==> src/hw/rtl/hcx_pkg.sv <==
// Shared types and constants for the Hack CPU execute unit.
package hcx_pkg;

   localparam int unsigned WORD_W = 16;

   // Instruction field positions (standard Hack encoding).
   localparam int unsigned BIT_COMPUTE = 15;
   localparam int unsigned BIT_A_SEL   = 12;
   localparam int unsigned BIT_ZX      = 11;
   localparam int unsigned BIT_NX      = 10;
   localparam int unsigned BIT_ZY      = 9;
   localparam int unsigned BIT_NY      = 8;
   localparam int unsigned BIT_F       = 7;
   localparam int unsigned BIT_NO      = 6;
   localparam int unsigned BIT_DEST_A  = 5;
   localparam int unsigned BIT_DEST_D  = 4;
   localparam int unsigned BIT_DEST_M  = 3;
   localparam int unsigned BIT_JLT     = 2;
   localparam int unsigned BIT_JEQ     = 1;
   localparam int unsigned BIT_JGT     = 0;

   typedef logic [WORD_W-1:0] word_type;

   // Control bits that steer the ALU and the jump decision.
   typedef struct packed {
      logic zx;
      logic nx;
      logic zy;
      logic ny;
      logic f;
      logic no;
      logic jlt;
      logic jeq;
      logic jgt;
   } alu_ctl_type;

endpackage

==> src/hw/rtl/hcx_alu.sv <==
// Hack ALU with flag generation and jump condition.
module hcx_alu (
   input  hcx_pkg::alu_ctl_type ctl,
   input  hcx_pkg::word_type    x_op,
   input  hcx_pkg::word_type    y_op,
   output hcx_pkg::word_type    result,
   output logic                 taken
);

   hcx_pkg::word_type x_m;
   hcx_pkg::word_type y_m;
   hcx_pkg::word_type r_m;
   logic              zero_flag;
   logic              sign_flag;

   always_comb begin
      x_m = ctl.zx ? '0 : x_op;
      x_m = ctl.nx ? ~x_m : x_m;
      y_m = ctl.zy ? '0 : y_op;
      y_m = ctl.ny ? ~y_m : y_m;
      r_m = ctl.f ? (x_m + y_m) : (x_m & y_m);
      r_m = ctl.no ? ~r_m : r_m;
   end

   assign result    = r_m;
   assign zero_flag = (r_m == '0);
   assign sign_flag = r_m[hcx_pkg::WORD_W-1];
   assign taken     = (sign_flag && ctl.jlt) || (zero_flag && ctl.jeq) ||
                      (!sign_flag && !zero_flag && ctl.jgt);

endmodule

==> config.mk <==
export PLATFORM = sky130hd
export DESIGN_NAME = hcx_alu
export DESIGN_NICKNAME = d
export VERILOG_FILES = /design/src/hw/rtl/hcx_pkg.sv /design/src/hw/rtl/hcx_alu.sv
export SDC_FILE = /design/constraint.sdc
export NUM_CORES = 1
export LEC_CHECK = 0
export ABC_AREA = 1
export BUFFER_PORTS_ARGS = -buffer_cell sky130_fd_sc_hd__buf_4
export CORE_ASPECT_RATIO = 1.75
export CORE_MARGIN = 1.5
export CORE_UTILIZATION = 45
export DETAILED_ROUTE_END_ITERATION = 6
export GPL_ROUTABILITY_DRIVEN = 0
export PLACE_DENSITY = 0.72
export SLEW_MARGIN = 20
export SYNTH_ARGS = -nofsm -noshare
export SYNTH_HDL_FRONTEND = slang
export SYNTH_SLANG_ARGS = --single-unit
==> constraint.sdc <==
create_clock -name vclk -period 3.3
set_clock_uncertainty 0.05 [all_clocks]
set_input_delay 0.495 -clock vclk [all_inputs]
set_output_delay 0.495 -clock vclk [all_outputs]
set_load 0.03 [all_outputs]
==> run summary, run 1 <==
DRC marker count from the first detailed-route iteration: 107
Number of instances in the synthesized netlist: 463
Required @ worst endpoint: 2.75 ns
Static leakage power: 2.05 nW
Post-route ant nets: 0
Final setup violation count: 2
Sequential cell area fraction in the yosys report: 0
Failing checks: design-rule violations, negative setup slack
Port Buffers: 58
Synth Area per Inst: 5.09 um^2
Count of synthesis-stage warnings from yosys: 0
Final Critical Period: 3.54 ns
Area of the die: 0.00570 mm^2
# hold bufs at CTS: 0
Type of the tightest min-delay check: input port to primary output
Critical path launch point type: input port
Slew Limit Headroom: 0.776
Horizontal die dimension: 57.7 um
Core Util, Final: 0.706
Share of final-layout standard cells stronger than drive strength 1: 0.346
Crit end category: primary output
Number of clock buffers in the layout: 0
Vertical die dimension: 98.7 um
Synthesized net count: 521
Power Density: 321 mW/mm^2
Number of maximum-capacitance constraint violations: 0
Overall Power: 1.14 mW
Area used by multi-input combinational logic: 0.00219 mm^2
Final worst-path setup slack: -0.237 ns
Synth-to-layout area growth: 50.3%
Detailed-routing iteration count for the pre-antenna-repair pass: 7
I/O pin count: 58
FF+latch area: 0 um^2
Detailed Place HPWL: 6.08 mm
Detailed-route via count: 3157
Largest fanout on the critical path: 4
Largest area contributor in the synthesized netlist: nand2_1
Number of placement rows: 34
Sequential cell count: 0
Largest net degree at the start of global routing: 31
Ranking of synthesized cells by area: nand2_1, inv_1, nand3_1
Antenna cell count: 0
Post-detailed-route via-to-cell ratio: 5.06
Total global routing overflow: 0
Highest Clock Rate: 283 MHz
Outcome: finished with violations
Fraction of post-synthesis cell area in the top cell type by area: 0.277
Number of distinct standard cells referenced by the synthesized netlist: 29
Data arrival time of the worst path: 2.99 ns
Floorplan Core Area: 0.00502 mm^2
Post-synth design cell area: 0.00236 mm^2
Remaining routing DRC violations: 2
Final worst-path cycle share: 1.07
Initial antenna violation count: 0
Tightest Pin Transition: 0.335 ns
Detailed-route wire length: 7.64 mm
Number of global-route vias before repair: 2990
Path type of the worst setup path: input port to primary output
Slew Limit Fails: 0
Wire length per cell: 12.2 um
Post-route setup TNS: -0.304 ns
Total of fill cells in the finished design: 430
Final hold violation count: 0
Number of nets in the layout: 630
Total routing usage reported by global routing: 0.256
Unrepaired setup endpoints after global routing: yes
Largest voltage drop on the vdd net: 0.194 mV
Effective utilization at floorplan: 0.470
Global-route wire length before repair: 12.1 mm
-- layout by cell type, fill, tap and decap left out, types with 4 or more instances in the layout --
cell type | netlist | routed
nand2_1 | 174 | 158
buf_4 | 0 | 117
inv_1 | 94 | 92
nand3_1 | 67 | 62
xor2_1 | 34 | 34
nand2_2 | 11 | 25
ha_4 | 0 | 14
nand3_2 | 6 | 10
nor2_2 | 3 | 8
nor2_1 | 14 | 7
a21oi_1 | 8 | 5
nand4_1 | 5 | 5
buf_6 | 1 | 4
-- worst max-delay path, cell delays in order --
cell	delay, ns
buf_6	0.08
clkinvlp_4	0.12
nand2_2	0.09
xor2_1	0.13
inv_1	0.08
ha_4	0.16
fa_2	0.51
nand2_1	0.04
nand2_1	0.08
xor2_1	0.21
nand2_1	0.10
nor2_2	0.13
nand3_2	0.10
nor2_4	0.10
nand3_2	0.09
nor2_2	0.11
nand2_1	0.07
nand2_2	0.08
nand3_4	0.06
buf_6	0.14
-- repair_timing --
item	CTS	global route
resized for setup	21	29
buffers inserted	1	0
pin swaps	12	11
setup endpoints to repair	3	10
-- cells in the mapped netlist, drive strengths merged (2+ instances only) --
master	instances
a21oi	9
and2	2
buf	4
clkbuf	10
ha	16
inv	95
nand2	185
nand3	73
nand4	5
nor2	18
o21ai	2
or2	4
xor2	34
-- worst paths after layout --
| kind | to | from | cells past startpoint |
|---|---|---|---|
| worst max-delay path | taken | ctl[6] | 20 |
| worst min-delay path | taken | ctl[2] | 4 |
-- per-layer routing --
metal | global-route usage | up-vias | share of wire
met2 | 0.517 | 110 | 0.55
li1 | - | 1618 | -
met3 | 0.0131 | 28 | 0.041
met5 | 0 | - | 0
met1 | 0.263 | 1401 | 0.36
met4 | 0.0841 | 0 | 0.043
-- where the power goes --
part,internal [mW],switching [mW]
logic,0.506,0.634
registers,0,0
clock network,0,0
-- cell families (layout without fill, tap and decap cells) --
logic type | Yosys count | in the layout | share of synthesized area
simple gates | 289 | 289 | 0.547
buf+inv | 110 | 217 | 0.199
xor+xnor | 35 | 35 | 0.130
fa+ha+maj | 17 | 17 | 0.0934
compound gates | 12 | 12 | 0.0313
-- metrics by stage --
| step | worst slack [ns] | std cells | hold slack, ns | instance area [um^2] |
|---|---|---|---|---|
| floorplan | -0.00276 | 463 | 1.14 | 2450 |
| global placement | -0.260 | 623 | 1.32 | 3270 |
| detailed placement | -0.315 | 623 | 1.32 | 3270 |
| CTS | -0.219 | 624 | 1.30 | 3380 |
| global route | -0.477 | 624 | 1.31 | 3540 |
| finish | -0.237 | 624 | 1.29 | 3540 |
-- cell type report --
| type | instances | share of cell area |
|---|---|---|
| Inverter | 96 | 0.103 |
| Multi-Input combinational cell | 353 | 0.618 |
| Tap cell | 54 | 0.0191 |
| Timing Repair Buffer | 121 | 0.261 |
Note: power is estimated with default switching activity, not from simulation.
==> run 2: changes to the inputs <==
- ABC_AREA: 1 -> 0
- PLACE_DENSITY: 0.72 -> 0.74
==> run summary, run 2 <==
Outcome: finished with violations
Failing checks: negative setup slack
Total routing usage reported by global routing: 0.333 (+0.0778)
Slew Limit Fails: 0 (unchanged)
Worst setup path endpoint: taken
Number of distinct standard cells referenced by the synthesized netlist: 54 (+86%)
Number of nets in the layout: 446 (-29%)
Largest area contributor in the synthesized netlist: xnor2_1
Antenna cell count: 0 (unchanged)
Type of the tightest min-delay check: input port to primary output
Number of placement rows: 31 (-8.8%)
Number of clock buffers in the layout: 0 (unchanged)
Most frequent cells after synthesis: xnor2_1, nand2b_1, ha_1
Unrepaired setup endpoints after global routing: yes
Data arrival time of the worst path: 3.93 ns (+0.94 ns)
Most frequent standard cell in the layout excluding fill and tap cells: buf_4
Largest net degree at the start of global routing: 27 (-13%)
Count of synthesis-stage warnings from yosys: 0 (unchanged)
Total of fill cells in the finished design: 238 (-45%)
Path type of the worst setup path: input port to primary output
Most frequent cell after synthesis: xnor2_1
Remaining routing DRC violations: 0 (-2)
Fraction of post-synthesis cell area in the top cell type by area: 0.195 (-0.0824)
Horizontal die dimension: 52.0 um (-9.9%)
FF+latch area: 0 um^2 (unchanged)
Crit end category: primary output
Critical path launch point type: input port
Synthesized net count: 318 (-39%)
Static leakage power: 1.53 nW (-25%)
Area of the die: 0.00461 mm^2 (-19%)
I/O pin count: 58 (unchanged)
Floorplan Core Area: 0.00407 mm^2 (-19%)
Global-route wire length before repair: 11.7 mm (-3.1%)
Final setup violation count: 12 (+10)
Overall Power: 1.37 mW (+20%)
Pre-CTS setup slack: -1.07 ns (-0.751 ns)
Slew Limit Headroom: 0.700 (-0.0761)
Effective utilization at floorplan: 0.464 (-0.00569)
Number of instances in the synthesized netlist: 260 (-44%)
Required @ worst endpoint: 2.75 ns (about the same)
Final Critical Period: 4.48 ns (+0.938 ns)
Sequential cell area fraction in the yosys report: 0 (unchanged)
Highest Clock Rate: 223 MHz (-21%)
Detailed Place HPWL: 5.04 mm (-17%)
Post-route setup TNS: -3.83 ns (-3.53 ns)
Final hold violation count: 0 (unchanged)
Final worst-path setup slack: -1.18 ns (-0.938 ns)
Synth-to-layout area growth: 81.8%
Post-route ant nets: 0 (unchanged)
DRC marker count from the first detailed-route iteration: 145 (+36%)
Ranking of synthesized cells by area: xnor2_1, nand2b_1, ha_1
Share of final-layout standard cells stronger than drive strength 1: 0.521 (+0.175)
Core Util, Final: 0.843 (+0.137)
Synth Area per Inst: 7.27 um^2 (+43%)
Initial antenna violation count: 0 (unchanged)
Largest voltage drop on the vdd net: 0.296 mV (+53%)
Number of global-route vias before repair: 2569 (-14%)
Final worst-path cycle share: 1.36 (+0.284)
Detailed-route via count: 2698 (-15%)
Sequential cell count: 0 (unchanged)
Largest fanout on the critical path: 10 (+6)
Power Density: 399 mW/mm^2 (+24%)
Detailed-route wire length: 8.60 mm (+13%)
Most frequent cells in the layout: buf_4, xnor2_1, nand2b_1, buf_6, nor2_1
Vertical die dimension: 88.7 um (-10%)
Total global routing overflow: 0 (unchanged)
Post-detailed-route via-to-cell ratio: 6.20 (+23%)
Detailed-routing iteration count for the pre-antenna-repair pass: 4 (-3)
Worst setup path startpoint: ctl[6]
Port Buffers: 58 (unchanged)
Wire length per cell: 19.8 um (+62%)
Post-synth design cell area: 0.00189 mm^2 (-20%)
Tightest Pin Transition: 0.447 ns (+0.112 ns)
Number of maximum-capacitance constraint violations: 0 (unchanged)
==> run 2: cell count changes in the layout (fill, tap and decap cells not counted), moves of 8 or more <==
cell	before	now
ha_1	2	13
nand2b_1	0	30
nand3_2	10	0
nand2_1	158	12
xor2_1	34	4
nand2_2	25	1
inv_1	92	3
nor2_2	8	0
nand3_1	62	5
buf_6	4	16
ha_4	14	2
xnor2_1	1	33
==> run 2: what timing repair did <==
action | CTS | global route
gates resized for setup | 43 | 14
setup buffers | 5 | 1
endpoints found under the setup margin | 12 | 13
hold buffers | 0 | 0
pin swaps | 13 | 7
==> run 2: where the power goes <==
part | total [mW] | leakage [nW] | switching, mW | internal (mW)
Clock | 0 | 0 | 0 | 0
Sequential | 0 | 0 | 0 | 0
Combinational | 1.37 | 1.53 | 0.696 | 0.676
Total | 1.37 | 1.53 | 0.696 | 0.676
==> run 2: final cells by class <==
| cell class | instances | area (um^2) | area share |
|---|---|---|---|
| Multi-Input combinational cell | 239 | 2190 | 0.639 |
| Timing Repair Buffer | 143 | 1160 | 0.338 |
| Tap cell | 49 | 61.3 | 0.0179 |
| Inverter | 4 | 17.5 | 0.00510 |
==> run 2: worst min path at each step <==
stage	startpoint	endpoint	cells past startpoint
2_1_floorplan	ctl[0]	taken	2
3_3_place_gp	ctl[2]	taken	4
3_5_place_dp	ctl[2]	taken	4
4_1_cts	ctl[2]	taken	4
5_1_grt	ctl[2]	taken	4
6_report	ctl[2]	taken	4
==> run 2: critical path, stage by stage <==
cell and delay, ns:
buf_8 0.11, buf_4 0.16, nand2b_1 0.16, xnor2_1 0.13
ha_1 0.28, nor4_1 0.46, o21ai_1 0.25, a21oi_1 0.24
o31ai_2 0.12, or3_1 0.33, mux2i_1 0.19, nand4b_1 0.18
or4_4 0.53, a31oi_4 0.15, buf_6 0.15
==> run 2: metrics by stage <==
step	hold slack (ns)	std cells	cell area, um^2
floorplan	1.18	260	2110
global placement	1.34	429	3090
CTS	1.36	434	3340
finish	1.36	435	3430
detailed placement	1.37	429	3090
global route	1.37	435	3430
==> run 2: per-layer routing <==
layer  share of wire  GRT usage  vias to the layer above
met1            0.32      0.323                     1271
met3           0.059     0.0186                       53
met5               0          0                        -
met4           0.065      0.182                        0
li1                -          -                     1186
met2            0.55      0.665                      188
==> run 2: cell families (layout without fill, tap and decap cells) <==
family | count (synthesis) | after routing | synth area share
AND/OR/NAND/NOR | 103 | 103 | 0.311
XOR/XNOR | 50 | 50 | 0.232
adder cells (fa/ha/maj) | 17 | 17 | 0.117
multiplexers | 7 | 7 | 0.0444
buffers and inverters | 21 | 147 | 0.0437
AO/OA/AOI/OAI | 62 | 62 | 0.253
==> run 3: changes to the inputs <==
- CORE_UTILIZATION: 45 -> 50
- PLACE_DENSITY: 0.74 -> 0.81
==> run summary, run 3 <==
Synth Area per Inst: 7.27 um^2 (unchanged)
Simple-Gate Fraction of Synth Area: 0.311 (unchanged)
Pre-CTS setup slack: -1.03 ns (+0.0363 ns)
Sequential cell area fraction in the yosys report: 0 (unchanged)
Number of instances in the synthesized netlist: 260 (unchanged)
Count of synthesis-stage warnings from yosys: 0 (unchanged)
Horizontal die dimension: 49.5 um (-4.8%)
Post-synth design cell area: 0.00189 mm^2 (unchanged)
I/O pin count: 58 (unchanged)
Most frequent cell after synthesis: xnor2_1
Total global routing overflow: 284
Port Buffers: 58 (unchanged)
Worst endpoint left by the global-route repair_timing run: taken
Synth Area in Adders: 0.117 (unchanged)
Last stage: global routing
Ranking of synthesized cells by area: xnor2_1, nand2b_1, ha_1
Portion of netlist area occupied by mux cells: 0.0444 (unchanged)
Detailed Place HPWL: 4.82 mm (-4.4%)
Number of placement rows: 29 (-6.5%)
Effective utilization at floorplan: 0.521 (+0.0568)
Fraction of post-synthesis cell area in the top cell type by area: 0.195 (unchanged)
Number of distinct standard cells referenced by the synthesized netlist: 54 (unchanged)
Most frequent cells after synthesis: xnor2_1, nand2b_1, ha_1
Largest area contributor in the synthesized netlist: xnor2_1
Total routing usage reported by global routing: 0.921
# hold bufs at CTS: 0 (unchanged)
Xor-xnor portion of the synthesized cell area: 0.232 (unchanged)
Worst End Pin Type: primary output
Largest family of logic cells by synthesized area: simple AND/OR/NAND/NOR gates
Synthesized net count: 318 (unchanged)
Vertical die dimension: 84.3 um (-5.0%)
Outcome: aborted with a tool error
Synthesized-area fraction occupied by ao, oa, aoi and oai cells: 0.253 (unchanged)
Largest net degree at the start of global routing: 27
Run Error: [ERROR GRT-0232] Routing congestion too high. Check the congestion heatmap in the GUI.
run 3: cell counts after synthesis:
No cell type changed its count.
run 3: kinds of logic after synthesis:
family,count (synthesis)
multiplexers,7
AND/OR/NAND/NOR,103
XOR/XNOR,50
buffers and inverters,21
adder cells (fa/ha/maj),17
AO/OA/AOI/OAI,62
run 3: per-layer routing:
metal | global-route usage | overflow
met3 | 0.601 | 0
met2 | 1.20 | 189
met4 | 1.15 | 95
met1 | 0.853 | 0
met5 | 0.0128 | 0
run 3: repair_timing:
item                                    CTS
resized for setup                        41
buffers inserted                          5
pin swaps                                18
endpoints found under the setup margin   12
run 3: stage by stage:
step	cell area, um^2	util	instances
after CTS	3280	0.903	424
after detailed placement	3040	0.837	420
after global placement	3040	0.837	420
after floorplan	2110	-	260
==> run 4: changes to the inputs <==
- CORE_ASPECT_RATIO: 1.75 -> unset
- CORE_UTILIZATION: 50 -> 40
- PLACE_DENSITY: 0.81 -> unset
- PLACE_DENSITY_LB_ADDON: unset -> 0.15
- clock period: 3.3 -> 4.3 ns (I/O delays scaled with it)
==> run summary, run 4 (synthesis gave the netlist of run 2 again) <==
Total global routing overflow: 0
Largest net degree at the start of global routing: 36
Detailed-routing iteration count for the pre-antenna-repair pass: 7
Antenna cell count: 0
Effective utilization at floorplan: 0.425 (-0.0956)
Number of nets in the layout: 418
Outcome: finished with violations
Share of final-layout standard cells stronger than drive strength 1: 0.411
Required @ worst endpoint: 3.61 ns
Sequential cell count: 0
Static leakage power: 1.28 nW
Area of the die: 0.00514 mm^2
Detailed Place HPWL: 4.25 mm (-12%)
Final worst-path setup slack: -0.202 ns
Critical path launch point type: input port
Final std cell area, no fill: 0.00292 mm^2
Horizontal die dimension: 71.7 um (+45%)
Total routing usage reported by global routing: 0.197
Power Density: 278 mW/mm^2
Switching component of the power: 0.416 mW
Most frequent cells in the layout: buf_4, xnor2_1, nand2b_1, ha_1, nor2_1
Remaining routing DRC violations: 2
Detailed-route wire length: 5.13 mm
Number of maximum-capacitance constraint violations: 0
Tightest Pin Transition: 0.415 ns
Number of global-route vias before repair: 1935
Largest voltage drop on the vdd net: 0.115 mV
Number of clock buffers in the layout: 0
Minimum hold slack: 1.63 ns
Post-route setup TNS: -0.202 ns
Detailed-route via count: 2127
Most frequent standard cell in the layout excluding fill and tap cells: buf_4
Slew Limit Fails: 0
Number of placement rows: 24 (-17%)
Post-detailed-route via-to-cell ratio: 5.19
Unrepaired setup endpoints after global routing: yes
Final Critical Period: 4.50 ns
Vertical die dimension: 71.7 um (-15%)
Final setup violation count: 1
Synth-to-layout area growth: 54.8%
Sequential Power Share: 0
I/O pin count: 58 (unchanged)
Failing checks: design-rule violations, negative setup slack
Type of the tightest min-delay check: input port to primary output
Highest Clock Rate: 222 MHz
Relative contribution of the clock network to total power: 0
Slew Limit Headroom: 0.723
Placed cell area: 0.00283 mm^2 (-6.9%)
Pre-CTS setup slack: -0.359 ns (+0.670 ns)
Global-route wire length before repair: 8.58 mm
Port Buffers: 58 (unchanged)
Crit end category: primary output
Final hold violation count: 0
Wire length per cell: 12.5 um
Data arrival time of the worst path: 3.81 ns
Final worst-path cycle share: 1.05
Total internal power: 0.398 mW
Floorplan Core Area: 0.00444 mm^2
FF+latch area: 0 um^2
Largest fanout on the critical path: 4
DRC marker count from the first detailed-route iteration: 91
Path type of the worst setup path: input port to primary output
Logic gate share of total power: 1.000
Post-route ant nets: 0
Switching share of power: 0.511
Initial antenna violation count: 0
## run 4: worst max-delay path: stages
cell       delay, ns
buf_4           0.13
nand2b_1        0.15
xnor2_1         0.13
ha_2            0.20
fa_2            0.37
a211oi_4        0.27
o21ai_2         0.10
a41o_4          0.25
a2111oi_4       0.35
a211o_2         0.19
nand3_4         0.06
or2_1           0.25
or4_4           0.44
a31oi_4         0.14
buf_6           0.15
## run 4: power groups by stage
stage	sequential [mW]	clock [mW]	combinational [mW]
3_5_place_dp	0	0	0.772
6_report	0	0	0.814
3_3_place_gp	0	0	0.761
5_1_grt	0	0	0.879
4_1_cts	0	0	0.801
2_1_floorplan	0	0	0.484
## run 4: path summary, 6_finish.rpt
| kind | from | endpoint | cells past startpoint |
|---|---|---|---|
| max | ctl[8] | taken | 15 |
| min | ctl[2] | taken | 4 |
## run 4: area by class of cell
cell class	instances	area [um^2]
multi-input cells	239	1940
fillers	417	1520
repair buffers	115	905
well taps	52	65.1
inverters	4	15.0
## run 4: what timing repair did
| action | CTS | global route |
|---|---|---|
| endpoints found under the setup margin | 1 | 1 |
| hold buffers | 0 | 0 |
| hold endpoints to repair | 0 | 0 |
| pin swaps | 6 | 1 |
| gates resized for setup | 11 | 6 |
| setup buffers | 3 | 0 |
## run 4: metrics by stage
stage	utilization	cells	total power [mW]
finish	0.658	410	0.814
global route	0.658	410	0.879
CTS	0.652	410	0.801
detailed placement	0.636	407	0.772
global placement	0.636	407	0.761
floorplan	-	260	0.484
## run 4: routing by layer
metal,vias to the layer above,share of wire,GRT usage
li1,1130,-,-
met1,947,0.49,0.285
met2,48,0.48,0.345
met3,2,0.031,0.00141
met4,0,0.0027,0.0147
met5,-,0,0
